File: src/ufsr_pkg.sv
`timescale 1ns / 1ps
`default_nettype none
// ----------------------------------------------------------------------------
// Unit fraction sum reducer package
// Shared widths, status and operation codes, and the command and status
// structs that join the controller to the datapath.
// ----------------------------------------------------------------------------
package ufsr_pkg;

    localparam int SUM_WIDTH_DEF  = 32;
    localparam int TERM_WIDTH_DEF = 16;

    localparam logic [1:0] ST_OK   = 2'd0;
    localparam logic [1:0] ST_ZERO = 2'd1;
    localparam logic [1:0] ST_OVF  = 2'd2;

    localparam int OPW = 4;
    typedef logic [OPW-1:0] op_t;

    localparam op_t OP_GCD_MD   = 4'd0;
    localparam op_t OP_DIV_MG   = 4'd1;
    localparam op_t OP_DIV_DG   = 4'd2;
    localparam op_t OP_MUL_NDR  = 4'd3;
    localparam op_t OP_ADD_MR   = 4'd4;
    localparam op_t OP_DIV_NUMG = 4'd5;
    localparam op_t OP_GCD_RG   = 4'd6;
    localparam op_t OP_DIV_NUMH = 4'd7;
    localparam op_t OP_DIV_DH   = 4'd8;
    localparam op_t OP_MUL_MRE  = 4'd9;

    typedef struct packed {
        logic load_in;
        logic start;
        op_t  op;
        logic commit;
        logic emit;
    } cmd_t;

    typedef struct packed {
        logic go;
        logic done;
        logic last;
        logic out_free;
    } sts_t;

    function automatic op_t next_op(input op_t op);
        op_t nxt;
        case (op)
            OP_GCD_MD:   nxt = OP_DIV_MG;
            OP_DIV_MG:   nxt = OP_DIV_DG;
            OP_DIV_DG:   nxt = OP_MUL_NDR;
            OP_MUL_NDR:  nxt = OP_ADD_MR;
            OP_ADD_MR:   nxt = OP_DIV_NUMG;
            OP_DIV_NUMG: nxt = OP_GCD_RG;
            OP_GCD_RG:   nxt = OP_DIV_NUMH;
            OP_DIV_NUMH: nxt = OP_DIV_DH;
            OP_DIV_DH:   nxt = OP_MUL_MRE;
            default:     nxt = OP_GCD_MD;
        endcase
        return nxt;
    endfunction

endpackage
`default_nettype wire

File: src/ufsr_term_if.sv
`timescale 1ns / 1ps
`default_nettype none
// ----------------------------------------------------------------------------
// Term channel
// Valid/ready channel carrying one unit fraction denominator per beat.
// ----------------------------------------------------------------------------
interface ufsr_term_if #(
    parameter int TERM_WIDTH = ufsr_pkg::TERM_WIDTH_DEF
);
    logic                  valid;
    logic                  ready;
    logic [TERM_WIDTH-1:0] unit_denominator;
    logic                  last_term;

    modport source (output valid, output unit_denominator, output last_term, input ready);
    modport sink   (input valid, input unit_denominator, input last_term, output ready);
endinterface
`default_nettype wire

File: src/ufsr_sum_if.sv
`timescale 1ns / 1ps
`default_nettype none
// ----------------------------------------------------------------------------
// Sum channel
// Valid/ready channel carrying one reduced sum and its status per beat.
// ----------------------------------------------------------------------------
interface ufsr_sum_if #(
    parameter int SUM_WIDTH = ufsr_pkg::SUM_WIDTH_DEF
);
    logic                 valid;
    logic                 ready;
    logic [SUM_WIDTH-1:0] sum_numerator;
    logic [SUM_WIDTH-1:0] sum_denominator;
    logic [1:0]           status;

    modport source (output valid, output sum_numerator, output sum_denominator,
                    output status, input ready);
    modport sink   (input valid, input sum_numerator, input sum_denominator,
                    input status, output ready);
endinterface
`default_nettype wire

File: src/ufsr_gcd.sv
`timescale 1ns / 1ps
`default_nettype none
// ----------------------------------------------------------------------------
// Binary GCD unit
// One halving or subtract-and-halve step per cycle; pulses done when the
// greatest common divisor is ready on result.
// ----------------------------------------------------------------------------
module ufsr_gcd #(
    parameter int W = ufsr_pkg::SUM_WIDTH_DEF
) (
    input  wire logic         clk,
    input  wire logic         rst_n,
    input  wire logic         start,
    input  wire logic [W-1:0] a,
    input  wire logic [W-1:0] b,
    output logic              done,
    output logic [W-1:0]      result
);
    localparam int KW = $clog2(W + 1);

    logic [W-1:0]  a_reg, a_next;
    logic [W-1:0]  b_reg, b_next;
    logic [KW-1:0] k_reg, k_next;
    logic [W-1:0]  res_reg, res_next;
    logic          busy_reg, busy_next;
    logic          done_reg, done_next;

    always_comb
    begin
        a_next    = a_reg;
        b_next    = b_reg;
        k_next    = k_reg;
        res_next  = res_reg;
        busy_next = busy_reg;
        done_next = 1'b0;
        if (start)
        begin
            a_next    = a;
            b_next    = b;
            k_next    = '0;
            busy_next = 1'b1;
        end
        else if (busy_reg)
        begin
            if (a_reg == '0)
            begin
                res_next  = b_reg << k_reg;
                busy_next = 1'b0;
                done_next = 1'b1;
            end
            else if (b_reg == '0)
            begin
                res_next  = a_reg << k_reg;
                busy_next = 1'b0;
                done_next = 1'b1;
            end
            else if (!a_reg[0] && !b_reg[0])
            begin
                a_next = a_reg >> 1;
                b_next = b_reg >> 1;
                k_next = k_reg + KW'(1);
            end
            else if (!a_reg[0])
            begin
                a_next = a_reg >> 1;
            end
            else if (!b_reg[0])
            begin
                b_next = b_reg >> 1;
            end
            else if (a_reg >= b_reg)
            begin
                a_next = (a_reg - b_reg) >> 1;
            end
            else
            begin
                b_next = (b_reg - a_reg) >> 1;
            end
        end
    end

    always_ff @(posedge clk or negedge rst_n)
    begin
        if (!rst_n)
        begin
            busy_reg <= 1'b0;
            done_reg <= 1'b0;
        end
        else
        begin
            busy_reg <= busy_next;
            done_reg <= done_next;
        end
    end

    always_ff @(posedge clk)
    begin
        a_reg   <= a_next;
        b_reg   <= b_next;
        k_reg   <= k_next;
        res_reg <= res_next;
    end

    assign done   = done_reg;
    assign result = res_reg;

endmodule
`default_nettype wire

File: src/ufsr_div.sv
`timescale 1ns / 1ps
`default_nettype none
// ----------------------------------------------------------------------------
// Restoring divider
// One quotient bit per cycle over the full dividend width; pulses done when
// quotient and remainder are ready.
// ----------------------------------------------------------------------------
module ufsr_div #(
    parameter int NW = 49,
    parameter int VW = ufsr_pkg::TERM_WIDTH_DEF
) (
    input  wire logic          clk,
    input  wire logic          rst_n,
    input  wire logic          start,
    input  wire logic [NW-1:0] dividend,
    input  wire logic [VW-1:0] divisor,
    output logic               done,
    output logic [NW-1:0]      quotient,
    output logic [VW-1:0]      remainder
);
    localparam int CW = $clog2(NW);

    logic [NW-1:0] q_reg, q_next;
    logic [VW-1:0] r_reg, r_next;
    logic [VW-1:0] v_reg, v_next;
    logic [CW-1:0] cnt_reg, cnt_next;
    logic          busy_reg, busy_next;
    logic          done_reg, done_next;
    logic [VW:0]   trial;
    logic [VW:0]   diff;
    logic          ge;

    always_comb
    begin
        trial     = {r_reg, q_reg[NW-1]};
        diff      = trial - {1'b0, v_reg};
        ge        = trial >= {1'b0, v_reg};
        q_next    = q_reg;
        r_next    = r_reg;
        v_next    = v_reg;
        cnt_next  = cnt_reg;
        busy_next = busy_reg;
        done_next = 1'b0;
        if (start)
        begin
            q_next    = dividend;
            r_next    = '0;
            v_next    = divisor;
            cnt_next  = CW'(NW - 1);
            busy_next = 1'b1;
        end
        else if (busy_reg)
        begin
            r_next = ge ? diff[VW-1:0] : trial[VW-1:0];
            q_next = {q_reg[NW-2:0], ge};
            if (cnt_reg == '0)
            begin
                busy_next = 1'b0;
                done_next = 1'b1;
            end
            else
            begin
                cnt_next = cnt_reg - CW'(1);
            end
        end
    end

    always_ff @(posedge clk or negedge rst_n)
    begin
        if (!rst_n)
        begin
            busy_reg <= 1'b0;
            done_reg <= 1'b0;
        end
        else
        begin
            busy_reg <= busy_next;
            done_reg <= done_next;
        end
    end

    always_ff @(posedge clk)
    begin
        q_reg   <= q_next;
        r_reg   <= r_next;
        v_reg   <= v_next;
        cnt_reg <= cnt_next;
    end

    assign done      = done_reg;
    assign quotient  = q_reg;
    assign remainder = r_reg;

    a_rem_below_divisor: assert property (@(posedge clk) disable iff (!rst_n)
        done_reg |-> (r_reg < v_reg))
        else $error("divider remainder not below divisor");

endmodule
`default_nettype wire

File: src/ufsr_ctrl.sv
`timescale 1ns / 1ps
`default_nettype none
// ----------------------------------------------------------------------------
// Unit fraction sum reducer controller
// Accepts a term; unless it is zero or the sum is in error, it steps the
// datapath through its operations and commits; emits the result on last term.
// ----------------------------------------------------------------------------
module ufsr_ctrl (
    input  wire logic            clk,
    input  wire logic            rst_n,
    input  wire logic            in_valid,
    output logic                 in_ready,
    input  wire ufsr_pkg::sts_t  sts,
    output ufsr_pkg::cmd_t       cmd
);
    localparam logic [2:0] S_IDLE   = 3'd0;
    localparam logic [2:0] S_LAUNCH = 3'd1;
    localparam logic [2:0] S_WAIT   = 3'd2;
    localparam logic [2:0] S_COMMIT = 3'd3;
    localparam logic [2:0] S_FINISH = 3'd4;

    logic [2:0]         state_reg, state_next;
    ufsr_pkg::op_t      op_reg, op_next;

    always_comb
    begin
        state_next = state_reg;
        op_next    = op_reg;
        cmd        = '0;
        cmd.op     = op_reg;
        in_ready   = (state_reg == S_IDLE);
        case (state_reg)
            S_IDLE:
            begin
                if (in_valid)
                begin
                    cmd.load_in = 1'b1;
                    if (sts.go)
                    begin
                        op_next    = ufsr_pkg::OP_GCD_MD;
                        state_next = S_LAUNCH;
                    end
                    else
                    begin
                        state_next = S_FINISH;
                    end
                end
            end
            S_LAUNCH:
            begin
                cmd.start  = 1'b1;
                state_next = S_WAIT;
            end
            S_WAIT:
            begin
                if (sts.done)
                begin
                    if (op_reg == ufsr_pkg::OP_MUL_MRE)
                    begin
                        state_next = S_COMMIT;
                    end
                    else
                    begin
                        op_next    = ufsr_pkg::next_op(op_reg);
                        state_next = S_LAUNCH;
                    end
                end
            end
            S_COMMIT:
            begin
                cmd.commit = 1'b1;
                state_next = S_FINISH;
            end
            S_FINISH:
            begin
                if (!sts.last)
                begin
                    state_next = S_IDLE;
                end
                else if (sts.out_free)
                begin
                    cmd.emit   = 1'b1;
                    state_next = S_IDLE;
                end
            end
            default:
            begin
                state_next = S_IDLE;
            end
        endcase
    end

    always_ff @(posedge clk or negedge rst_n)
    begin
        if (!rst_n)
        begin
            state_reg <= S_IDLE;
            op_reg    <= ufsr_pkg::OP_GCD_MD;
        end
        else
        begin
            state_reg <= state_next;
            op_reg    <= op_next;
        end
    end

endmodule
`default_nettype wire

File: src/ufsr_dp.sv
`timescale 1ns / 1ps
`default_nettype none
// ----------------------------------------------------------------------------
// Unit fraction sum reducer datapath
// Holds the running sum, the term and the intermediate values, runs the GCD
// unit, the divider and a shift-add multiplier, and owns the result register.
// ----------------------------------------------------------------------------
module ufsr_dp #(
    parameter int SUM_WIDTH  = ufsr_pkg::SUM_WIDTH_DEF,
    parameter int TERM_WIDTH = ufsr_pkg::TERM_WIDTH_DEF
) (
    input  wire logic                  clk,
    input  wire logic                  rst_n,
    input  wire ufsr_pkg::cmd_t        cmd,
    output ufsr_pkg::sts_t             sts,
    input  wire logic [TERM_WIDTH-1:0] unit_denominator,
    input  wire logic                  last_term,
    input  wire logic                  out_ready,
    output logic                       out_valid,
    output logic [SUM_WIDTH-1:0]       sum_numerator,
    output logic [SUM_WIDTH-1:0]       sum_denominator,
    output logic [1:0]                 status
);
    localparam int SW  = SUM_WIDTH;
    localparam int TW  = TERM_WIDTH;
    localparam int GW  = (SW > TW) ? SW : TW;
    localparam int PW  = SW + TW;
    localparam int DW  = SW + TW + 1;
    localparam int MCW = $clog2(TW);

    logic [SW-1:0]  n_reg;
    logic [SW-1:0]  m_reg;
    logic [1:0]     st_reg;
    logic [TW-1:0]  d_reg;
    logic           last_reg;
    ufsr_pkg::op_t  op_reg;
    logic [TW-1:0]  g_reg;
    logic [SW-1:0]  mr_reg;
    logic [TW-1:0]  dr_reg;
    logic [DW-1:0]  num_reg;
    logic [TW-1:0]  r_reg;
    logic [TW-1:0]  h_reg;
    logic [DW-1:0]  q_reg;
    logic [TW-1:0]  e_reg;
    logic [PW-1:0]  den_reg;
    logic           add_done_reg;
    logic           out_valid_reg;
    logic [SW-1:0]  out_n_reg;
    logic [SW-1:0]  out_m_reg;
    logic [1:0]     out_st_reg;

    logic [SW-1:0]  mul_a_reg;
    logic [TW-1:0]  mul_b_reg;
    logic [PW-1:0]  mul_acc_reg;
    logic [MCW-1:0] mul_cnt_reg;
    logic           mul_busy_reg;
    logic           mul_done_reg;

    logic           gcd_start;
    logic [GW-1:0]  gcd_a;
    logic [GW-1:0]  gcd_b;
    logic           gcd_done;
    logic [GW-1:0]  gcd_res;

    logic           div_start;
    logic [DW-1:0]  div_n;
    logic [TW-1:0]  div_v;
    logic           div_done;
    logic [DW-1:0]  div_q;
    logic [TW-1:0]  div_r;

    logic           mul_start;
    logic           add_start;
    logic           ovf;
    logic           out_free;

    always_comb
    begin
        gcd_start = 1'b0;
        div_start = 1'b0;
        mul_start = 1'b0;
        add_start = 1'b0;
        gcd_a     = GW'(m_reg);
        gcd_b     = GW'(d_reg);
        div_n     = num_reg;
        div_v     = g_reg;
        case (cmd.op)
            ufsr_pkg::OP_GCD_MD:
            begin
                gcd_start = cmd.start;
            end
            ufsr_pkg::OP_GCD_RG:
            begin
                gcd_start = cmd.start;
                gcd_a     = GW'(r_reg);
                gcd_b     = GW'(g_reg);
            end
            ufsr_pkg::OP_DIV_MG:
            begin
                div_start = cmd.start;
                div_n     = DW'(m_reg);
            end
            ufsr_pkg::OP_DIV_DG:
            begin
                div_start = cmd.start;
                div_n     = DW'(d_reg);
            end
            ufsr_pkg::OP_DIV_NUMG:
            begin
                div_start = cmd.start;
            end
            ufsr_pkg::OP_DIV_NUMH:
            begin
                div_start = cmd.start;
                div_v     = h_reg;
            end
            ufsr_pkg::OP_DIV_DH:
            begin
                div_start = cmd.start;
                div_n     = DW'(d_reg);
                div_v     = h_reg;
            end
            ufsr_pkg::OP_MUL_NDR,
            ufsr_pkg::OP_MUL_MRE:
            begin
                mul_start = cmd.start;
            end
            ufsr_pkg::OP_ADD_MR:
            begin
                add_start = cmd.start;
            end
            default:
            begin
                gcd_start = 1'b0;
            end
        endcase
    end

    ufsr_gcd #(
        .W (GW)
    ) u_gcd (
        .clk    (clk),
        .rst_n  (rst_n),
        .start  (gcd_start),
        .a      (gcd_a),
        .b      (gcd_b),
        .done   (gcd_done),
        .result (gcd_res)
    );

    ufsr_div #(
        .NW (DW),
        .VW (TW)
    ) u_div (
        .clk       (clk),
        .rst_n     (rst_n),
        .start     (div_start),
        .dividend  (div_n),
        .divisor   (div_v),
        .done      (div_done),
        .quotient  (div_q),
        .remainder (div_r)
    );

    // shift-add multiplier, multiplier bits taken MSB first
    always_ff @(posedge clk or negedge rst_n)
    begin
        if (!rst_n)
        begin
            mul_busy_reg <= 1'b0;
            mul_done_reg <= 1'b0;
            add_done_reg <= 1'b0;
        end
        else
        begin
            mul_done_reg <= mul_busy_reg && (mul_cnt_reg == '0);
            add_done_reg <= add_start;
            if (mul_start)
            begin
                mul_busy_reg <= 1'b1;
            end
            else if (mul_busy_reg && (mul_cnt_reg == '0))
            begin
                mul_busy_reg <= 1'b0;
            end
        end
    end

    always_ff @(posedge clk)
    begin
        if (mul_start)
        begin
            mul_a_reg   <= (cmd.op == ufsr_pkg::OP_MUL_NDR) ? n_reg : mr_reg;
            mul_b_reg   <= (cmd.op == ufsr_pkg::OP_MUL_NDR) ? dr_reg : e_reg;
            mul_acc_reg <= '0;
            mul_cnt_reg <= MCW'(TW - 1);
        end
        else if (mul_busy_reg)
        begin
            mul_acc_reg <= (mul_acc_reg << 1)
                         + (mul_b_reg[TW-1] ? PW'(mul_a_reg) : PW'(0));
            mul_b_reg   <= mul_b_reg << 1;
            mul_cnt_reg <= mul_cnt_reg - MCW'(1);
        end
    end

    // capture unit results into the working registers
    always_ff @(posedge clk)
    begin
        if (cmd.start)
        begin
            op_reg <= cmd.op;
        end
        if (cmd.load_in)
        begin
            d_reg    <= unit_denominator;
            last_reg <= last_term;
        end
        if (gcd_done)
        begin
            if (op_reg == ufsr_pkg::OP_GCD_MD)
            begin
                g_reg <= gcd_res[TW-1:0];
            end
            else
            begin
                h_reg <= gcd_res[TW-1:0];
            end
        end
        if (div_done)
        begin
            case (op_reg)
                ufsr_pkg::OP_DIV_MG:   mr_reg <= div_q[SW-1:0];
                ufsr_pkg::OP_DIV_DG:   dr_reg <= div_q[TW-1:0];
                ufsr_pkg::OP_DIV_NUMG: r_reg  <= div_r;
                ufsr_pkg::OP_DIV_NUMH: q_reg  <= div_q;
                ufsr_pkg::OP_DIV_DH:   e_reg  <= div_q[TW-1:0];
                default:               e_reg  <= e_reg;
            endcase
        end
        if (mul_done_reg)
        begin
            if (op_reg == ufsr_pkg::OP_MUL_NDR)
            begin
                num_reg <= DW'(mul_acc_reg);
            end
            else
            begin
                den_reg <= mul_acc_reg;
            end
        end
        else if (add_done_reg)
        begin
            num_reg <= num_reg + DW'(mr_reg);
        end
    end

    assign ovf      = (|q_reg[DW-1:SW]) || (|den_reg[PW-1:SW]);
    assign out_free = !out_valid_reg || out_ready;

    // running sum and sticky status
    always_ff @(posedge clk or negedge rst_n)
    begin
        if (!rst_n)
        begin
            n_reg         <= '0;
            m_reg         <= SW'(1);
            st_reg        <= ufsr_pkg::ST_OK;
            out_valid_reg <= 1'b0;
        end
        else
        begin
            if (cmd.emit)
            begin
                n_reg  <= '0;
                m_reg  <= SW'(1);
                st_reg <= ufsr_pkg::ST_OK;
            end
            else if (cmd.commit)
            begin
                if (ovf)
                begin
                    st_reg <= ufsr_pkg::ST_OVF;
                end
                else
                begin
                    n_reg <= q_reg[SW-1:0];
                    m_reg <= den_reg[SW-1:0];
                end
            end
            else if (cmd.load_in && (st_reg == ufsr_pkg::ST_OK)
                     && (unit_denominator == '0))
            begin
                st_reg <= ufsr_pkg::ST_ZERO;
            end
            if (cmd.emit)
            begin
                out_valid_reg <= 1'b1;
            end
            else if (out_ready)
            begin
                out_valid_reg <= 1'b0;
            end
        end
    end

    always_ff @(posedge clk)
    begin
        if (cmd.emit)
        begin
            out_n_reg  <= n_reg;
            out_m_reg  <= m_reg;
            out_st_reg <= st_reg;
        end
    end

    always_comb
    begin
        sts          = '0;
        sts.go       = (st_reg == ufsr_pkg::ST_OK) && (unit_denominator != '0);
        sts.done     = gcd_done || div_done || mul_done_reg || add_done_reg;
        sts.last     = last_reg;
        sts.out_free = out_free;
    end

    assign out_valid       = out_valid_reg;
    assign sum_numerator   = out_n_reg;
    assign sum_denominator = out_m_reg;
    assign status          = out_st_reg;

    a_emit_clears_sum: assert property (@(posedge clk) disable iff (!rst_n)
        cmd.emit |=> (out_valid_reg && (n_reg == '0) && (m_reg == SW'(1))
                      && (st_reg == ufsr_pkg::ST_OK)))
        else $error("sum not cleared after result beat");

    a_gcd_nonzero: assert property (@(posedge clk) disable iff (!rst_n)
        gcd_done |-> (gcd_res != '0))
        else $error("gcd result is zero");

    a_commit_den_nonzero: assert property (@(posedge clk) disable iff (!rst_n)
        (cmd.commit && !ovf) |=> (m_reg != '0))
        else $error("committed denominator is zero");

endmodule
`default_nettype wire

File: src/unit_fraction_sum_reducer.sv
`timescale 1ns / 1ps
`default_nettype none
// ----------------------------------------------------------------------------
// Unit fraction sum reducer
// Adds unit fractions 1/d into a running sum kept in lowest terms and returns
// the reduced sum with a status code at the end of each set.
//
// terms: one beat per denominator; last_term closes the set.
// sums:  one beat per set with numerator, denominator and status
//        (ok, zero denominator seen, overflow). After a beat the sum is 0/1.
// A term with a zero denominator, or any term after an error, skips the arithmetic.
// A term that is added runs the full operation sequence; the five passes
// of the one-bit-per-cycle divider and the two binary GCD runs take most
// of its time.
// One term is in flight at a time; terms.ready is high only between terms.
// The result sits in an output register, so the next set starts while it
// waits; when the receiver stalls, the next last term waits for that register.
// Reset clears the sum to 0/1 with status ok and drops any pending result.
// ----------------------------------------------------------------------------
module unit_fraction_sum_reducer #(
    parameter int SUM_WIDTH  = ufsr_pkg::SUM_WIDTH_DEF,
    parameter int TERM_WIDTH = ufsr_pkg::TERM_WIDTH_DEF
) (
    input  wire logic  clk,
    input  wire logic  rst_n,
    ufsr_term_if.sink  terms,
    ufsr_sum_if.source sums
);
    ufsr_pkg::cmd_t       cmd;
    ufsr_pkg::sts_t       sts;
    logic                 in_ready;
    logic                 out_valid;
    logic [SUM_WIDTH-1:0] out_num;
    logic [SUM_WIDTH-1:0] out_den;
    logic [1:0]           out_st;

    ufsr_ctrl u_ctrl (
        .clk      (clk),
        .rst_n    (rst_n),
        .in_valid (terms.valid),
        .in_ready (in_ready),
        .sts      (sts),
        .cmd      (cmd)
    );

    ufsr_dp #(
        .SUM_WIDTH  (SUM_WIDTH),
        .TERM_WIDTH (TERM_WIDTH)
    ) u_dp (
        .clk              (clk),
        .rst_n            (rst_n),
        .cmd              (cmd),
        .sts              (sts),
        .unit_denominator (terms.unit_denominator),
        .last_term        (terms.last_term),
        .out_ready        (sums.ready),
        .out_valid        (out_valid),
        .sum_numerator    (out_num),
        .sum_denominator  (out_den),
        .status           (out_st)
    );

    assign terms.ready          = in_ready;
    assign sums.valid           = out_valid;
    assign sums.sum_numerator   = out_num;
    assign sums.sum_denominator = out_den;
    assign sums.status          = out_st;

endmodule
`default_nettype wire
File: src/flat_wrapper.sv
// flat-port wrapper written by rule: the top's interface ports become plain ports
module unit_fraction_sum_reducer_flat 
#(
    parameter int SUM_WIDTH  = ufsr_pkg::SUM_WIDTH_DEF,
    parameter int TERM_WIDTH = ufsr_pkg::TERM_WIDTH_DEF
)
  (clk, rst_n, terms_valid, terms_unit_denominator, terms_last_term, terms_ready, sums_valid, sums_sum_numerator, sums_sum_denominator, sums_status, sums_ready);
  ufsr_term_if #(.TERM_WIDTH(TERM_WIDTH)) terms_i ();
  ufsr_sum_if #(.SUM_WIDTH(SUM_WIDTH)) sums_i ();
  input  wire logic clk;
  input  wire logic rst_n;
  input wire logic [$bits(terms_i.valid)-1:0] terms_valid;
  input wire logic [$bits(terms_i.unit_denominator)-1:0] terms_unit_denominator;
  input wire logic [$bits(terms_i.last_term)-1:0] terms_last_term;
  output wire logic [$bits(terms_i.ready)-1:0] terms_ready;
  output wire logic [$bits(sums_i.valid)-1:0] sums_valid;
  output wire logic [$bits(sums_i.sum_numerator)-1:0] sums_sum_numerator;
  output wire logic [$bits(sums_i.sum_denominator)-1:0] sums_sum_denominator;
  output wire logic [$bits(sums_i.status)-1:0] sums_status;
  input wire logic [$bits(sums_i.ready)-1:0] sums_ready;
  assign terms_i.valid = terms_valid;
  assign terms_i.unit_denominator = terms_unit_denominator;
  assign terms_i.last_term = terms_last_term;
  assign terms_ready = terms_i.ready;
  assign sums_valid = sums_i.valid;
  assign sums_sum_numerator = sums_i.sum_numerator;
  assign sums_sum_denominator = sums_i.sum_denominator;
  assign sums_status = sums_i.status;
  assign sums_i.ready = sums_ready;
  unit_fraction_sum_reducer #(.SUM_WIDTH(SUM_WIDTH), .TERM_WIDTH(TERM_WIDTH)) u_core (.clk(clk), .rst_n(rst_n), .terms(terms_i), .sums(sums_i));
endmodule
File: config.mk
export PLATFORM = sky130hd
export DESIGN_NAME = unit_fraction_sum_reducer_flat
export DESIGN_NICKNAME = d
export VERILOG_FILES = /design/src/ufsr_pkg.sv /design/src/ufsr_term_if.sv /design/src/ufsr_sum_if.sv /design/src/ufsr_gcd.sv /design/src/ufsr_div.sv /design/src/ufsr_ctrl.sv /design/src/ufsr_dp.sv /design/src/unit_fraction_sum_reducer.sv /design/src/flat_wrapper.sv
export SDC_FILE = /design/constraint.sdc
export NUM_CORES = 1
export LEC_CHECK = 0
export BUFFER_PORTS_ARGS = -buffer_cell sky130_fd_sc_hd__buf_2
export CORE_ASPECT_RATIO = 0.5
export CORE_UTILIZATION = 30
export DETAILED_ROUTE_END_ITERATION = 6
export SYNTH_ARGS = -nofsm -noshare
export SYNTH_HDL_FRONTEND = slang
export SYNTH_SLANG_ARGS = --single-unit
File: constraint.sdc
create_clock -name clk -period 5.7 [get_ports clk]
set_input_delay 0.285 -clock clk [delete_from_list [all_inputs] [get_ports clk]]
set_output_delay 0.285 -clock clk [all_outputs]
set_load 0.03 [all_outputs]
### Word-level counts from Yosys, hierarchy flattened

Memory sizes are Yosys's and may differ from the RTL's.
Index checks and enable logic that the tools add are counted.

| word-level totals | value |
|---|---|
| register bits | 699 |
| ROM bits | 64 |
| bits of input ports | 21 |
| output and inout port bits | 68 |
| memories kept | 1 |

| cells by class | value |
|---|---|
| add/subtract/negate cells | 8 |
| $lt $le $gt $ge | 2 |
| equality and inequality tests | 32 |
| shifts and indexed selects | 2 |
| mux-type cells | 84 |
| bitwise gates (word level) | 6 |
| reduce and logical (&&, ||, !) cells | 61 |

Memory list:

| memory | words | bits a word | rd ports | clocked after memory_dff | wr ports | RTL line | RTL |
|---|---|---|---|---|---|---|---|
| (name not given) | 16 | 4 | 1 | 0 | 0 | ufsr_pkg.sv:48 | `case (op)` |

Operators with widths:

| cell | number |
|---|---|
| $mux 32 | 25 |
| $mux 49 | 5 |
| $mux 16 | 8 |
| $pmux 49 s2 | 1 |
| $logic_not 32->1 | 2 |
| $shl 32x6->16 | 2 |
| $sub 32x32->32 | 2 |
| $add 49x32->49 | 1 |
| $add 48x32->48 | 1 |
| $ge 32x32->1 | 1 |
| $mux 1 | 29 |
| $eq 4x3->1 const B | 6 |
| $reduce_and 2->1 | 12 |
| $reduce_bool 2->1 | 9 |
| $ge 17x16->1 | 1 |
| $reduce_or 17->1 | 1 |
| $eq 4x2->1 const B | 4 |
| $logic_not 16->1 | 1 |
| $mux 4 | 4 |
| $reduce_bool 16->1 | 1 |
| $reduce_or 16->1 | 1 |
| $sub 16x16->16 | 1 |
| $mux 3 | 5 |
| $pmux 3 s5 | 1 |
| 28 further kinds | 71 |

### Logic depth before layout (Yosys ltp)

| logic depth | value |
|---|---|
| word-level depth | 9 |
| gate-level depth with buffers | 14 |
| mapped depth without buffers | 12 |

### By module

A second synthesis with hierarchy kept.

| unflattened totals | value |
|---|---|
| cell total of the unflattened synthesis | 3530 |
| area total of the unflattened synthesis | 38514.4 um^2 |

By module, submodules not included:

| module | instances | cells each | area each (um^2) |
|---|---|---|---|
| ufsr_dp | 1 | 1901 | 23282.3 |
| ufsr_gcd | 1 | 1215 | 10171.0 |
| ufsr_div | 1 | 360 | 4551.9 |
| ufsr_ctrl | 1 | 54 | 509.2 |

### Worst setup path before layout

OpenSTA, ideal clock, no wires.

| timing path | value |
|---|---|
| kind | reg2reg |
| start point | register u_core.u_dp.u_gcd.a_reg[0] |
| end point | register u_core.u_dp.u_gcd.a_reg[10] (enable) |
| setup time | 462 ps |
| arrival | 4523 ps |
| setup slack | 715 ps |
| cell stages (with the launch flop) | 15 |
| cells stage by stage | edfxtp_1 buf_2 inv_1 ha_1 fa_1 nor2b_1 o31a_1 o31a_1 o31ai_1 a21oi_2 buf_2 nor2_1 nor2_1 nor2_1 o21ai_0 |

| between the ends | value |
|---|---|
| cells in the longest elaborated chain, start to end | 4 |

RTL lines:

| element | RTL line | RTL |
|---|---|---|
| start: declaration | ufsr_gcd.sv:21 | `logic [W-1:0] a_reg, a_next;` |
| start signal: assignment | ufsr_gcd.sv:98 | `a_reg <= a_next;` |
| branches (longest 3 deep; another with $ge 32x32->1) | -- |  |
| $reduce_and 5->1 (no line) * | -- |  |

Mark *: on every way between the ends.
A chain may end at the register's enable or synchronous reset.

### Final worst setup path

| timing path | value |
|---|---|
| start point | register u_core.u_dp.u_gcd.a_reg[0] |
| end point | register u_core.u_dp.u_gcd.a_reg[0] (data pin) |

| between the ends | value |
|---|---|
| cells in the longest elaborated chain, start to end | 9 |

RTL lines:

| element | RTL line | RTL |
|---|---|---|
| $sub 32x32->32 / $ge 32x32->1 (equally long branches) | ufsr_gcd.sv:73, ufsr_gcd.sv:71 |  |
| $mux 32 | ufsr_gcd.sv:71 | `else if (a_reg >= b_reg)` |
| $mux 32 | ufsr_gcd.sv:67 | `else if (!b_reg[0])` |
| $mux 32 | ufsr_gcd.sv:63 | `else if (!a_reg[0])` |
| $mux 32 * | ufsr_gcd.sv:57 | `else if (!a_reg[0] && !b_reg[0])` |
| $mux 32 * | ufsr_gcd.sv:51 | `else if (b_reg == '0)` |
| $mux 32 * | ufsr_gcd.sv:45 | `if (a_reg == '0)` |
| $mux 32 * | ufsr_gcd.sv:43 | `else if (busy_reg)` |
| $mux 32 * | ufsr_gcd.sv:36 | `if (start)` |
| named net u_core.u_dp.u_gcd.a_next[0] | ufsr_gcd.sv:21 |  |

Mark *: on every way through the listed nets, which the timed path passes. The rest lies on a longest branch. The select of a mux whose other input is x is not followed.

==> metrics.yaml <==
place:
  pre_cts_slack_ns: 1.66
  io_buffers: 88
  finalWeightedCongestion: 0.939
  dp_hpwl_um: 75600
  dp.cells: 4739
layout:
  syn2layout_area_growth_pct: 13.2
  multi_input_area_um2: 14600
  nets: 3436
  seqCellArea_um2: 19800
  fin_cells: 4890
  fillers: 11500
  num_antenna_cells: 0
  drive_gt1_share_pct: 10.7
synth:
  yosysTopAreaCell: "edfxtp_1"
  postSynthAreaPerCell_um2: 11.1
  async_flop_share_pct: 11.6
  syn_inst: 3201
  ys_seq_area_share_pct: 55.8
  synth_seq_cells: 698
  synth_edf_count: 537
  ys_types: 93
  synth_area_leaders: "edfxtp_1 (46%), dfrtp_1 (5.7%), ha_1 (5.4%)"
  syn-cell-area_um2: 35400
  yosys_warnings: 0
  synth_top_area_share_pct: 45.5
  syn_nets: 3379
  synth_flop_cell: "edfxtp_1"
clock_tree:
  cts_setup_buffers: 0
  post_cts_resized: 0
  path_clk_slew_ns: 0.06
  root_buffer: "clkbuf_16"
  cts_buffer_depth: 3
  cts_tree: "built"
  clk_latency_ns: 0.62
  clkSinkCount: 698
  h-tree-depth: 3
  numCtsBuffers: 72
global_routing:
  overflow: 0
  grt_pass1_wl_um: 157000
  grt_max_degree: 81
  grt_pass1_vias: 24800
  grt_usage_pct: 17.2
  antenna_found_initial: 3
die:
  design.die.area_um2: 120000
  ios: 89
  die_x_um: 488
  start_util_pct: 30.5
  core-area_um2: 116000
  die_y_um: 245
  placementRows: 88
detailed_routing:
  post_drt_via_cell_ratio: 5.25
  antenna_left: 0
  firstDrtPassIters: 6
  wl_per_cell_um: 21.5
  drc: 0
  vias: 25700
  wl_um: 105000
  drt-initial-drc-count: 2363
sta:
  setup_viol: 0
  setup_slack_ns: 1.56
  fmax_ghz: 0.242
  whs_ns: 0.210
  relSlewSlack_pct: 20.0
  tns_ns: 0
  fin_worst_skew_ns: 0.0167
  finalCritPeriodShare_pct: 72.6
  hold_viol_final: 0
  fin_crit_ns: 4.14
  tightest_slew_ns: 1.20
  finalMaxSlewViolations: 0
  rsz0062_at_grt: "false"
critical_path:
  path_class: "flip-flop to flip-flop"
  arrival_ns: 4.50
  crit_path_max_fanout: 16
  critPathCaptureType: "flip-flop"
  crit_path_start_kind: "flip-flop"
  reg2reg_depth: 11
  required_ns: 6.07
pwr:
  power_mw: 23.1
  pwr_density_cell_nw_per_um2: 577
  vdd_drop_max_uv: 329
  power_leakage_nw: 15.3
hold_path:
  hold_path_class: "input pin to asynchronous set/reset pin"
run_status:
  status: "finished, final reports clean"
job:
  cap_violations: 0
[area by class of cell]
cell class	count	share of cell area, %
sequential	698	49.3
multi-input combinational	2221	36.5
clock buffer	99	5.10
tap	1575	4.91
timing repair buffer	142	2.24
inverter	123	1.16
clock inverter	32	0.783
[stage by stage]
step                      area [um2]  utilization (%)
final                          40100             34.5
after global routing           40100             34.5
after CTS                      40100             34.5
after detailed placement       37500             32.3
after global placement         37500             32.3
after floorplan                35400                -
[power by group]
group	switching, mW	internal (mW)
Combinational	5.96	3.46
Clock	2.03	2.75
Sequential	1.68	7.26
[cell families (layout without fill, tap and decap cells)]
group                      Yosys count  count (layout)  synth area share, %
and+or+nand+nor                   1009            1009                 13.3
AOI/OAI and AO/OA                  739             739                 13.6
DFF                                698             698                 55.8
buffers and inverters              282             396                 3.10
xor gates and xnor gates           163             163                 4.03
adders and majority gates          157             157                 5.65
muxes                              153             153                 4.52
[cell usage after synthesis, types with 49 or more instances]
cell type  number
a21o_1         61
dfxtp_1        80
nand2_1       396
a31oi_1        49
xor2_1         63
ha_1          152
mux2i_1        98
a21oi_1       181
dfrtp_1        80
clkbuf_1      125
xnor2_1       100
nor2_1        188
nand3_1       146
mux2_2         55
o21ai_0       155
edfxtp_1      537
inv_1         119
[path summary, 6_finish.rpt]
kind	from	end	slack, ns
max	u_core.u_dp.u_gcd.a_reg[0]	u_core.u_dp.u_gcd.a_reg[0]	1.56
min	rst_n	u_core.u_dp.n_reg[1]	0.21
max reg2reg	u_core.u_dp.u_gcd.a_reg[0]	u_core.u_dp.u_gcd.a_reg[0]	1.56
min reg2reg	u_core.u_dp.q_reg[18]	u_core.u_dp.n_reg[18]	0.44
max in group asynchronous	rst_n	u_core.u_dp.mul_done_reg	4.36
min in group clk	terms_unit_denominator[8]	u_core.u_dp.d_reg[8]	0.39
[cell usage in the layout (no fill, tap or decap), types with 29 or more instances in the layout]
master,instances
a22oi_1,35
and2_1,45
edfxtp_1,537
nor2_1,185
dfxtp_1,80
and3_1,31
o21ai_1,30
a31oi_1,48
buf_4,35
mux2i_1,98
nand4_1,29
clkbuf_16,74
mux2_2,55
o21ai_0,153
nor4_1,32
a21o_1,61
dfrtp_1,78
nand2_1,395
a211oi_1,35
inv_1,117
nand3_1,146
xor2_1,63
a21oi_1,181
nor3_1,40
xnor2_1,100
buf_2,87
ha_1,152
[critical path, stage by stage, from the launching register on]
cell and delay [ns]:
edfxtp_1 0.60, inv_1 0.15, ha_1 0.24, fa_1 0.41
nor2b_1 0.16, o31a_1 0.23, o31a_1 0.24, o31ai_1 0.16
a21oi_2 0.70, and3_1 0.65, a221oi_1 0.15, o21bai_1 0.19
[routing by layer]
layer / routed length (um) / GRT usage [%] / vias to the layer above
li1: - / - / 11900
met1: 46300 / 23.0 / 12700
met2: 49500 / 28.4 / 881
met3: 6160 / 2.72 / 172
met4: 2990 / 5.06 / 0
met5: 0 / 0 / -
[what timing repair did]
action,CTS,global route
hold buffers,20,0
endpoints found under the hold margin,57,0
endpoints found under the setup margin,0,0
Note: power is estimated with default switching activity, not from simulation.
